### src/rtl/pt_pkg.sv
// Shared types and constants for the pulse tachometer.
`default_nettype none

package pt_pkg;

  // Default number of stored periods.
  localparam int unsigned RING_DEPTH_DEF = 10;
  // Depth of the queue between the front and back parts.
  localparam int unsigned QUEUE_DEPTH_DEF = 2;

  localparam int unsigned PERIOD_W = 32;
  localparam int unsigned CFG_W    = 24;
  localparam int unsigned RPM_W    = 26;
  // Sum width covers the deepest supported ring (64 periods of 32 bits).
  localparam int unsigned SUM_W    = 38;
  localparam int unsigned STEP_W   = 6;

  localparam logic [CFG_W-1:0] MIN_PERIOD_RST = 24'd2000;
  localparam logic [CFG_W-1:0] MAX_PERIOD_RST = 24'd200000;
  localparam logic [RPM_W-1:0] RPM_NUM        = 26'd60000000;

  // Configuration port.
  localparam int unsigned APB_AW = 3;
  localparam int unsigned APB_DW = 32;
  localparam logic [APB_AW-1:0] ADDR_MIN_PERIOD = 3'd0;
  localparam logic [APB_AW-1:0] ADDR_MAX_PERIOD = 3'd4;

  typedef struct packed {
    logic [31:0] now_us;
    logic        pin_level;
  } in_item_t;

  typedef struct packed {
    logic [RPM_W-1:0] rpm;
    logic             is_on;
    logic             led_level;
    logic [31:0]      glitch_count;
  } out_item_t;

  // One classified tick handed from the front part to the back part.
  typedef struct packed {
    logic             ring_full;
    logic [SUM_W-1:0] sum;
    logic             pin_level;
    logic             led_level;
    logic [31:0]      glitch_count;
  } job_t;

  typedef enum logic [1:0] {
    FS_IDLE = 2'b01,
    FS_EXEC = 2'b10
  } front_state_e;

  typedef enum logic [3:0] {
    BS_IDLE = 4'b0001,
    BS_MEAN = 4'b0010,
    BS_RATE = 4'b0100,
    BS_OUT  = 4'b1000
  } back_state_e;

endpackage

`default_nettype wire

### src/rtl/pt_front.sv
// Front part: accepts ticks, tracks edges and keeps the period ring and its running sum.
`default_nettype none

module pt_front #(
  parameter int unsigned RingDepth = pt_pkg::RING_DEPTH_DEF
) (
  input  wire logic                    clk_i,
  input  wire logic                    rst_ni,
  input  wire logic                    in_valid_i,
  output logic                         in_stall_o,
  input  wire pt_pkg::in_item_t        in_data_i,
  input  wire logic [pt_pkg::CFG_W-1:0] min_period_i,
  input  wire logic [pt_pkg::CFG_W-1:0] max_period_i,
  input  wire logic                    q_full_i,
  output logic                         push_o,
  output pt_pkg::job_t                 job_o
);

  localparam int unsigned IdxW = (RingDepth > 1) ? $clog2(RingDepth) : 1;
  localparam int unsigned CntW = $clog2(RingDepth + 1);
  localparam logic [IdxW-1:0] LastIdx = IdxW'(RingDepth - 1);
  localparam logic [CntW-1:0] FullCnt = CntW'(RingDepth);

  pt_pkg::front_state_e state_q, state_d;

  logic [31:0]                   now_q;
  logic                          pin_q;
  logic                          level_q, level_d;
  logic [31:0]                   last_rise_q, last_rise_d;
  logic [31:0]                   glitch_q, glitch_d;
  logic [IdxW-1:0]               widx_q, widx_d;
  logic [RingDepth-1:0]          valid_q, valid_d;
  logic [pt_pkg::SUM_W-1:0]      sum_q, sum_d;
  logic [CntW-1:0]               nzcnt_q, nzcnt_d;
  logic                          slot0_q, slot0_d;
  logic [pt_pkg::PERIOD_W-1:0]   rd_q;
  logic [pt_pkg::PERIOD_W-1:0]   ring_mem [RingDepth];

  logic [31:0] elapsed;
  logic [31:0] old_val;
  logic        timeout, level_chg, glitch, record, exec;

  assign in_stall_o = (state_q != pt_pkg::FS_IDLE);
  assign exec       = (state_q == pt_pkg::FS_EXEC) && !q_full_i;

  assign elapsed   = now_q - last_rise_q;
  assign old_val   = valid_q[widx_q] ? rd_q : 32'd0;
  assign timeout   = slot0_q && (elapsed > {8'd0, max_period_i});
  assign level_chg = (pin_q != level_q);
  assign glitch    = level_chg && pin_q && (elapsed < {8'd0, min_period_i});
  assign record    = !timeout && level_chg && pin_q && !glitch;

  always_comb begin
    state_d     = state_q;
    level_d     = level_q;
    last_rise_d = last_rise_q;
    glitch_d    = glitch_q;
    widx_d      = widx_q;
    valid_d     = valid_q;
    sum_d       = sum_q;
    nzcnt_d     = nzcnt_q;
    slot0_d     = slot0_q;
    case (state_q)
      pt_pkg::FS_IDLE: begin
        if (in_valid_i) begin
          state_d = pt_pkg::FS_EXEC;
        end
      end
      pt_pkg::FS_EXEC: begin
        if (exec) begin
          state_d = pt_pkg::FS_IDLE;
          if (timeout) begin
            // Timeout empties every slot but keeps the write position.
            valid_d = '0;
            sum_d   = '0;
            nzcnt_d = '0;
            slot0_d = 1'b0;
          end else if (level_chg) begin
            level_d = pin_q;
            if (glitch) begin
              glitch_d = glitch_q + 32'd1;
            end
            if (record) begin
              last_rise_d     = now_q;
              valid_d[widx_q] = 1'b1;
              sum_d   = sum_q - pt_pkg::SUM_W'(old_val) + pt_pkg::SUM_W'(elapsed);
              nzcnt_d = nzcnt_q + CntW'(elapsed != 32'd0) - CntW'(old_val != 32'd0);
              if (widx_q == '0) begin
                slot0_d = (elapsed != 32'd0);
              end
              widx_d = (widx_q == LastIdx) ? '0 : widx_q + IdxW'(1);
            end
          end
        end
      end
      default: state_d = pt_pkg::FS_IDLE;
    endcase
  end

  assign push_o             = exec;
  assign job_o.ring_full    = (nzcnt_d == FullCnt);
  assign job_o.sum          = sum_d;
  assign job_o.pin_level    = pin_q;
  assign job_o.led_level    = level_d;
  assign job_o.glitch_count = glitch_d;

  always_ff @(posedge clk_i or negedge rst_ni) begin
    if (!rst_ni) begin
      state_q     <= pt_pkg::FS_IDLE;
      level_q     <= 1'b0;
      last_rise_q <= '0;
      glitch_q    <= '0;
      widx_q      <= '0;
      valid_q     <= '0;
      sum_q       <= '0;
      nzcnt_q     <= '0;
      slot0_q     <= 1'b0;
    end else begin
      state_q     <= state_d;
      level_q     <= level_d;
      last_rise_q <= last_rise_d;
      glitch_q    <= glitch_d;
      widx_q      <= widx_d;
      valid_q     <= valid_d;
      sum_q       <= sum_d;
      nzcnt_q     <= nzcnt_d;
      slot0_q     <= slot0_d;
    end
  end

  always_ff @(posedge clk_i) begin
    if ((state_q == pt_pkg::FS_IDLE) && in_valid_i) begin
      now_q <= in_data_i.now_us;
      pin_q <= in_data_i.pin_level;
    end
  end

  // The ring slot about to be overwritten is read ahead while the tick is captured.
  always_ff @(posedge clk_i) begin
    if (exec && record) begin
      ring_mem[widx_q] <= elapsed;
    end
    rd_q <= ring_mem[widx_q];
  end

endmodule

`default_nettype wire

### src/rtl/pt_queue.sv
// Small queue of classified ticks between the front and back parts.
`default_nettype none

module pt_queue #(
  parameter int unsigned Depth = pt_pkg::QUEUE_DEPTH_DEF
) (
  input  wire logic         clk_i,
  input  wire logic         rst_ni,
  input  wire logic         push_i,
  input  wire pt_pkg::job_t push_data_i,
  output logic              full_o,
  input  wire logic         pop_i,
  output logic              empty_o,
  output pt_pkg::job_t      pop_data_o
);

  localparam int unsigned PtrW = (Depth > 1) ? $clog2(Depth) : 1;
  localparam int unsigned CntW = $clog2(Depth + 1);
  localparam logic [PtrW-1:0] LastPtr = PtrW'(Depth - 1);
  localparam logic [CntW-1:0] FullCnt = CntW'(Depth);

  pt_pkg::job_t entries_q [Depth];
  logic [PtrW-1:0] wptr_q, rptr_q;
  logic [CntW-1:0] cnt_q;
  logic            do_push, do_pop;

  assign full_o     = (cnt_q == FullCnt);
  assign empty_o    = (cnt_q == '0);
  assign pop_data_o = entries_q[rptr_q];
  assign do_push    = push_i && !full_o;
  assign do_pop     = pop_i && !empty_o;

  always_ff @(posedge clk_i or negedge rst_ni) begin
    if (!rst_ni) begin
      wptr_q <= '0;
      rptr_q <= '0;
      cnt_q  <= '0;
    end else begin
      if (do_push) begin
        wptr_q <= (wptr_q == LastPtr) ? '0 : wptr_q + PtrW'(1);
      end
      if (do_pop) begin
        rptr_q <= (rptr_q == LastPtr) ? '0 : rptr_q + PtrW'(1);
      end
      cnt_q <= cnt_q + CntW'(do_push) - CntW'(do_pop);
    end
  end

  always_ff @(posedge clk_i) begin
    if (do_push) begin
      entries_q[wptr_q] <= push_data_i;
    end
  end

endmodule

`default_nettype wire

### src/rtl/pt_back.sv
// Back part: reciprocal multiply for the mean period, serial divider for the rpm, output register.
`default_nettype none

module pt_back #(
  parameter int unsigned RingDepth = pt_pkg::RING_DEPTH_DEF
) (
  input  wire logic          clk_i,
  input  wire logic          rst_ni,
  input  wire logic          q_empty_i,
  input  wire pt_pkg::job_t  job_i,
  output logic               pop_o,
  output logic               out_valid_o,
  input  wire logic          out_stall_i,
  output pt_pkg::out_item_t  out_data_o
);

  localparam int unsigned SumW  = pt_pkg::SUM_W;
  localparam int unsigned StepW = pt_pkg::STEP_W;
  // The mean period is the sum times a rounded-up reciprocal of the depth. With the shift set
  // to the sum width plus the ceiling log2 of the depth, the product gives the exact floor for
  // every sum that fits the sum width.
  localparam int unsigned LogDepth = (RingDepth > 1) ? $clog2(RingDepth) : 0;
  localparam int unsigned RecShift = SumW + LogDepth;
  localparam int unsigned ChunkW   = 13;
  localparam int unsigned Chunks   = (SumW + ChunkW) / ChunkW;
  localparam int unsigned RecW     = Chunks * ChunkW;
  localparam int unsigned PartW    = SumW + ChunkW;
  localparam int unsigned ProdW    = SumW + RecW;
  localparam logic [63:0] RecipFull =
    ((64'd1 << RecShift) + 64'(RingDepth) - 64'd1) / 64'(RingDepth);
  localparam logic [RecW-1:0]  Recip     = RecipFull[RecW-1:0];
  localparam logic [StepW-1:0] MeanSteps = StepW'(Chunks - 1);
  localparam logic [StepW-1:0] RateSteps = StepW'(pt_pkg::RPM_W - 1);

  pt_pkg::back_state_e state_q, state_d;

  pt_pkg::job_t            job_q;
  logic [SumW-1:0]         num_q, num_d;
  logic [31:0]             rem_q, rem_d;
  logic [31:0]             den_q, den_d;
  logic [StepW-1:0]        step_q, step_d;
  logic [pt_pkg::RPM_W-1:0] rpm_q, rpm_d;
  logic [ProdW-1:0]        acc_q, acc_d;
  logic [RecW-1:0]         rec_q, rec_d;
  logic                    out_valid_q;
  pt_pkg::out_item_t       out_q;

  logic [32:0]     rem_shift;
  logic            qbit;
  logic [SumW-1:0] num_step;
  logic [31:0]     rem_step;
  logic [PartW-1:0] part_prod;
  logic [ProdW-1:0] acc_step;
  logic [31:0]     mean;
  logic            out_free, load_out;

  // One restoring division step per cycle.
  assign rem_shift = {rem_q, num_q[SumW-1]};
  assign qbit      = (rem_shift >= {1'b0, den_q});
  assign rem_step  = qbit ? 32'(rem_shift - {1'b0, den_q}) : rem_shift[31:0];
  assign num_step  = {num_q[SumW-2:0], qbit};

  // One reciprocal chunk per cycle, most significant chunk first.
  assign part_prod = {{ChunkW{1'b0}}, num_q} * {{SumW{1'b0}}, rec_q[RecW-1 -: ChunkW]};
  assign acc_step  = {acc_q[ProdW-ChunkW-1:0], {ChunkW{1'b0}}} +
                     {{(ProdW - PartW){1'b0}}, part_prod};
  assign mean      = acc_step[RecShift +: 32];

  assign out_free = !out_valid_q || !out_stall_i;
  assign load_out = (state_q == pt_pkg::BS_OUT) && out_free;
  assign pop_o    = (state_q == pt_pkg::BS_IDLE) && !q_empty_i;

  always_comb begin
    state_d = state_q;
    num_d   = num_q;
    rem_d   = rem_q;
    den_d   = den_q;
    step_d  = step_q;
    rpm_d   = rpm_q;
    acc_d   = acc_q;
    rec_d   = rec_q;
    case (state_q)
      pt_pkg::BS_IDLE: begin
        if (!q_empty_i) begin
          num_d  = job_i.sum;
          acc_d  = '0;
          rec_d  = Recip;
          step_d = MeanSteps;
          rpm_d  = '0;
          state_d = job_i.ring_full ? pt_pkg::BS_MEAN : pt_pkg::BS_OUT;
        end
      end
      pt_pkg::BS_MEAN: begin
        acc_d  = acc_step;
        rec_d  = {rec_q[RecW-ChunkW-1:0], {ChunkW{1'b0}}};
        step_d = step_q - StepW'(1);
        if (step_q == '0) begin
          if (mean == 32'd0) begin
            state_d = pt_pkg::BS_OUT;
          end else begin
            // Numerator is left aligned so its bits come out first.
            num_d   = {pt_pkg::RPM_NUM, {(SumW - pt_pkg::RPM_W){1'b0}}};
            rem_d   = '0;
            den_d   = mean;
            step_d  = RateSteps;
            state_d = pt_pkg::BS_RATE;
          end
        end
      end
      pt_pkg::BS_RATE: begin
        num_d  = num_step;
        rem_d  = rem_step;
        step_d = step_q - StepW'(1);
        if (step_q == '0) begin
          rpm_d   = num_step[pt_pkg::RPM_W-1:0];
          state_d = pt_pkg::BS_OUT;
        end
      end
      pt_pkg::BS_OUT: begin
        if (out_free) begin
          state_d = pt_pkg::BS_IDLE;
        end
      end
      default: state_d = pt_pkg::BS_IDLE;
    endcase
  end

  always_ff @(posedge clk_i or negedge rst_ni) begin
    if (!rst_ni) begin
      state_q     <= pt_pkg::BS_IDLE;
      step_q      <= '0;
      out_valid_q <= 1'b0;
    end else begin
      state_q     <= state_d;
      step_q      <= step_d;
      out_valid_q <= (out_valid_q && out_stall_i) || load_out;
    end
  end

  always_ff @(posedge clk_i) begin
    num_q <= num_d;
    rem_q <= rem_d;
    den_q <= den_d;
    rpm_q <= rpm_d;
    acc_q <= acc_d;
    rec_q <= rec_d;
    if (pop_o) begin
      job_q <= job_i;
    end
    if (load_out) begin
      out_q.rpm          <= rpm_q;
      out_q.is_on        <= (rpm_q != '0) || !job_q.pin_level;
      out_q.led_level    <= job_q.led_level;
      out_q.glitch_count <= job_q.glitch_count;
    end
  end

  assign out_valid_o = out_valid_q;
  assign out_data_o  = out_q;

endmodule

`default_nettype wire

### src/rtl/pulse_tachometer_rpm_top.sv
// Top level of the pulse tachometer: configuration registers and the front, queue and back parts.
// A tick with a full ring passes through capture, classify and push, pop, 3 multiply steps for the mean
// period, 26 divide steps for the rpm and the output load; when a slot is empty, the back part skips
// the arithmetic. The front part takes a new tick only after it has pushed the last one into the queue,
// which waits while the queue is full; with a full ring the back part limits the tick rate.
// Reset is asynchronous and active low; it empties the period ring through valid bits at once,
// so no clearing pass is needed, and loads the period limits with 2000 and 200000 microseconds.
`default_nettype none

module pulse_tachometer_rpm_top #(
  parameter int unsigned RingDepth  = pt_pkg::RING_DEPTH_DEF,
  parameter int unsigned QueueDepth = pt_pkg::QUEUE_DEPTH_DEF
) (
  input  wire logic                      clk_i,
  input  wire logic                      rst_ni,
  // Tick request channel.
  input  wire logic                      in_valid_i,
  output logic                           in_stall_o,
  input  wire pt_pkg::in_item_t          in_data_i,
  // Result request channel.
  output logic                           out_valid_o,
  input  wire logic                      out_stall_i,
  output pt_pkg::out_item_t              out_data_o,
  // Configuration port.
  input  wire logic                      psel,
  input  wire logic                      penable,
  input  wire logic                      pwrite,
  input  wire logic [pt_pkg::APB_AW-1:0] paddr,
  input  wire logic [pt_pkg::APB_DW-1:0] pwdata,
  output logic [pt_pkg::APB_DW-1:0]      prdata,
  output logic                           pready
);

  logic [pt_pkg::CFG_W-1:0] min_period_q;
  logic [pt_pkg::CFG_W-1:0] max_period_q;
  logic                     cfg_write;

  logic         push, q_full, pop, q_empty;
  pt_pkg::job_t push_job, pop_job;

  // Registers are written in the access phase; pready is tied high, so no wait states.
  assign pready    = 1'b1;
  assign cfg_write = psel && penable && pwrite;

  always_ff @(posedge clk_i or negedge rst_ni) begin
    if (!rst_ni) begin
      min_period_q <= pt_pkg::MIN_PERIOD_RST;
      max_period_q <= pt_pkg::MAX_PERIOD_RST;
    end else if (cfg_write) begin
      if (paddr == pt_pkg::ADDR_MIN_PERIOD) begin
        min_period_q <= pwdata[pt_pkg::CFG_W-1:0];
      end
      if (paddr == pt_pkg::ADDR_MAX_PERIOD) begin
        max_period_q <= pwdata[pt_pkg::CFG_W-1:0];
      end
    end
  end

  // Reads of unmapped addresses return zero.
  always_comb begin
    case (paddr)
      pt_pkg::ADDR_MIN_PERIOD: prdata = {8'd0, min_period_q};
      pt_pkg::ADDR_MAX_PERIOD: prdata = {8'd0, max_period_q};
      default:                 prdata = '0;
    endcase
  end

  // The front part classifies each tick and updates the edge state, the ring and its
  // running sum; what the back part needs travels through the queue as one job.
  pt_front #(
    .RingDepth(RingDepth)
  ) u_front (
    .clk_i       (clk_i),
    .rst_ni      (rst_ni),
    .in_valid_i  (in_valid_i),
    .in_stall_o  (in_stall_o),
    .in_data_i   (in_data_i),
    .min_period_i(min_period_q),
    .max_period_i(max_period_q),
    .q_full_i    (q_full),
    .push_o      (push),
    .job_o       (push_job)
  );

  pt_queue #(
    .Depth(QueueDepth)
  ) u_queue (
    .clk_i      (clk_i),
    .rst_ni     (rst_ni),
    .push_i     (push),
    .push_data_i(push_job),
    .full_o     (q_full),
    .pop_i      (pop),
    .empty_o    (q_empty),
    .pop_data_o (pop_job)
  );

  // The back part turns the ring sum into a mean period and then into rpm, and holds
  // the result in an output register so the next job can start while it waits.
  pt_back #(
    .RingDepth(RingDepth)
  ) u_back (
    .clk_i      (clk_i),
    .rst_ni     (rst_ni),
    .q_empty_i  (q_empty),
    .job_i      (pop_job),
    .pop_o      (pop),
    .out_valid_o(out_valid_o),
    .out_stall_i(out_stall_i),
    .out_data_o (out_data_o)
  );

endmodule

`default_nettype wire

### config.mk
export PLATFORM = sky130hd
export DESIGN_NAME = pulse_tachometer_rpm_top
export DESIGN_NICKNAME = d
export VERILOG_FILES = /design/src/rtl/pt_pkg.sv /design/src/rtl/pt_front.sv /design/src/rtl/pt_queue.sv /design/src/rtl/pt_back.sv /design/src/rtl/pulse_tachometer_rpm_top.sv
export SDC_FILE = /design/constraint.sdc
export NUM_CORES = 2
export LEC_CHECK = 0
export ABC_CLOCK_PERIOD_IN_PS = 9550
export BUFFER_PORTS_ARGS = -buffer_cell sky130_fd_sc_hd__buf_2
export CAP_MARGIN = 5
export CORE_UTILIZATION = 53
export CTS_CLUSTER_SIZE = 16
export DETAILED_ROUTE_END_ITERATION = 16
export PLACE_DENSITY = 0.79
export SKIP_CTS_REPAIR_TIMING = 1
export SLEW_MARGIN = 10
export SYNTH_ARGS = -nofsm -noshare
export SYNTH_HDL_FRONTEND = slang
export SYNTH_SLANG_ARGS = --single-unit
### constraint.sdc
create_clock -name clk_i -period 9.55 [get_ports clk_i]
set_clock_uncertainty 0.1 [all_clocks]
set_input_delay 1.91 -clock clk_i [delete_from_list [all_inputs] [get_ports clk_i]]
set_output_delay 1.91 -clock clk_i [all_outputs]
set_load 0.1 [all_outputs]
==> metrics.yaml <==
yosysMostFrequentCell: "edfxtp_1"
port_buffers: 152
cap_violations: 0
yosys_warnings: 0
drtAntennaViolNets: 0
drt-met1-wl_mm: 57.2
drt_iter0_markers: 3062
layout.cells.non_filler: 6834
nets: 6045
cts_tree: "done"
end_kind: "flip-flop"
initial_core_util_pct: 53.4
clockRootBuffer: "clkbuf_16"
synthTopCellsByCount: "edfxtp_1, inv_1, fa_1, nand2_1, ha_1"
layout-drive-gt1-share_pct: 11.5
critPathLaunchType: "flip-flop"
synthTopCellsByArea: "edfxtp_1, fa_1, dfrtp_1, ha_1, inv_1"
synth-seq-area-share_pct: 47.6
routed_via_density: 5.66
grt_pass1_wl_mm: 220
seqCellArea_sq_um: 29100
setup_ws_ns: 0.564
period_needed_ns: 8.99
clock_latency_ns: 0.76
dr.pass1.iters: 5
vias: 38700
grt.overflow.total: 0
met3_length_mm: 9.63
antenna_found_initial: 7
multi_input_area_sq_um: 28700
tightest_slew_ns: 1.21
hold_violations: 0
synth_top_area_share_pct: 38.9
dp_cells: 6637
ys_types: 96
fin_setup_tns_ns: 0
syn_area_sq_um: 61000
max-slew-margin-rel_pct: 19.4
status: "finished, final reports clean"
die_h_microns: 341
synth_flop_cell: "edfxtp_1"
drt_drc_violations_left: 0
post-route-cell-area_sq_um: 67400
rsz0062_at_grt: "no"
ios: 170
postSynthCellCount: 5055
hold_class: "reg2reg"
crit_type: "reg2reg"
synth_seq_cells: 1009
worst_ep_arrival_time_ns: 9.26
grt_pass1_vias: 40000
area_delta_synth_final_pct: 10.5
die_w_microns: 341
gp_congestion: 0.937
required_ns: 9.82
clk_path_buf_depth: 3
numCtsBuffers: 103
clock_sinks: 1009
routed_wl_mm: 139
fmax_ghz: 0.111
clkTransAtPathRegs_ns: 0.06
wl_per_cell_microns: 20.4
placed_cell_area_sq_um: 63800
core_area_sq_um: 114000
htree_levels: 3
yosysTopAreaCell: "edfxtp_1"
finalSetupViolCount: 0
finalCritPeriodShare_pct: 94.1
critPathSlowestCell: "fa_1"
finalMaxSlewViolations: 0
r2r_slack_ns: 0.56
hpwl_mm: 100
dieArea_sq_um: 116000
synthArstFlopShare_pct: 18.5
grt_usage_pct: 24.2
dr_wl_met2_mm: 67.8
fillCellCount: 8955
dp_slack_ns: 0.623
slowest_delay_ns: 0.58
top_layer_used: "met5"
synth_edf_count: 790
crit_fanout: 38
placementRows: 124
syn_area_per_cell_sq_um: 12.1
grt_max_degree: 85
-- final timing paths --
check	from	end	depth (start not counted)
setup reg to reg	u_back.rec_q[36]	u_back.den_q[9]	29
min in group asynchronous	rst_ni	u_front.last_rise_q[23]	1
max in group asynchronous	rst_ni	u_front.last_rise_q[16]	2
setup / recovery	u_back.rec_q[36]	u_back.den_q[9]	29
hold / removal	u_back.job_q[9]	u_back.out_data_o[9]	0
hold reg to reg	u_back.job_q[9]	u_back.out_data_o[9]	0
-- worst max-delay path: cells and delay by family, from the launching register on --
kind | cells | cell delay (ns)
buffers and inverters | 9 | 1.03
AO/OA/AOI/OAI | 7 | 2.00
adder cells (fa/ha/maj) | 7 | 3.47
flip-flops | 1 | 0.42
AND/OR/NAND/NOR | 6 | 1.59
-- metrics by stage --
stage / util, % / hold WS [ns]
after floorplan: - / 0.300
after global placement: 55.9 / 0.303
after detailed placement: 55.9 / 0.305
after CTS: 59.0 / 0.291
after global routing: 59.0 / 0.298
final: 59.0 / 0.280
-- cells by family (layout without fill, tap and decap cells) --
family / count (synthesis) / in the layout / synth area share [%]
mux: 190 / 190 / 4.56
other cells: 2 / 11 / 0.0123
fa+ha+maj: 740 / 740 / 20.8
xor+xnor: 207 / 207 / 2.97
buf+inv: 894 / 1152 / 5.64
simple gates: 1157 / 1157 / 9.31
flops: 1009 / 1009 / 47.6
compound gates: 856 / 856 / 9.10
-- placed cells by master, fill, tap and decap left out, types with 55 or more instances in the layout --
master,n
edfxtp_1,790
inv_1,715
fa_1,456
nand2_1,396
ha_1,284
nor2_1,210
o21ai_0,210
a21oi_1,207
and2_1,173
dfrtp_1,168
buf_2,151
xnor2_1,136
a21o_1,106
clkbuf_16,103
mux2i_1,85
buf_4,84
xor2_1,71
mux4_2,66
nand4_1,59
nor2b_1,55
-- state kept, by name, indices dropped and copies added, names as in the netlist, 2 cells and up --
name	flops
u_back.acc_q	61
u_front.ring_mem	320
u_front.last_rise_q	32
u_back.state_q	4
u_back.den_q	32
max_period_q	24
u_back.rem_q	32
u_back.rpm_q	26
u_queue.cnt_q	2
min_period_q	24
u_front.nzcnt_q	4
u_front.glitch_q	32
u_front.rd_q	32
u_front.now_q	32
u_queue.entries_q	146
u_front.state_q	2
u_back.step_q	6
u_front.sum_q	38
u_back.num_q	38
u_front.widx_q	4
u_back.out_data_o	60
u_front.valid_q	10
u_back.job_q	34
u_back.rec_q	8
-- routing by layer --
layer,vias up,GRT usage [%]
met4,6,8.25
met1,19300,31.8
li1,17800,-
met5,-,0
met2,1318,40.7
met3,261,4.35
-- area by class of cell --
| class | instances | share of cell area, % |
|---|---|---|
| diodes | 2 | 0.00742 |
| clock buffers | 129 | 4.10 |
| clock inverters | 66 | 1.19 |
| inverters | 716 | 3.99 |
| multi-input cells | 3159 | 42.6 |
| flip-flops and latches | 1009 | 43.1 |
| well taps | 1512 | 2.81 |
| repair buffers | 241 | 2.23 |
Power is not shown: default switching activity piles up to over one toggle a cycle in this logic, so the estimate is an artifact.
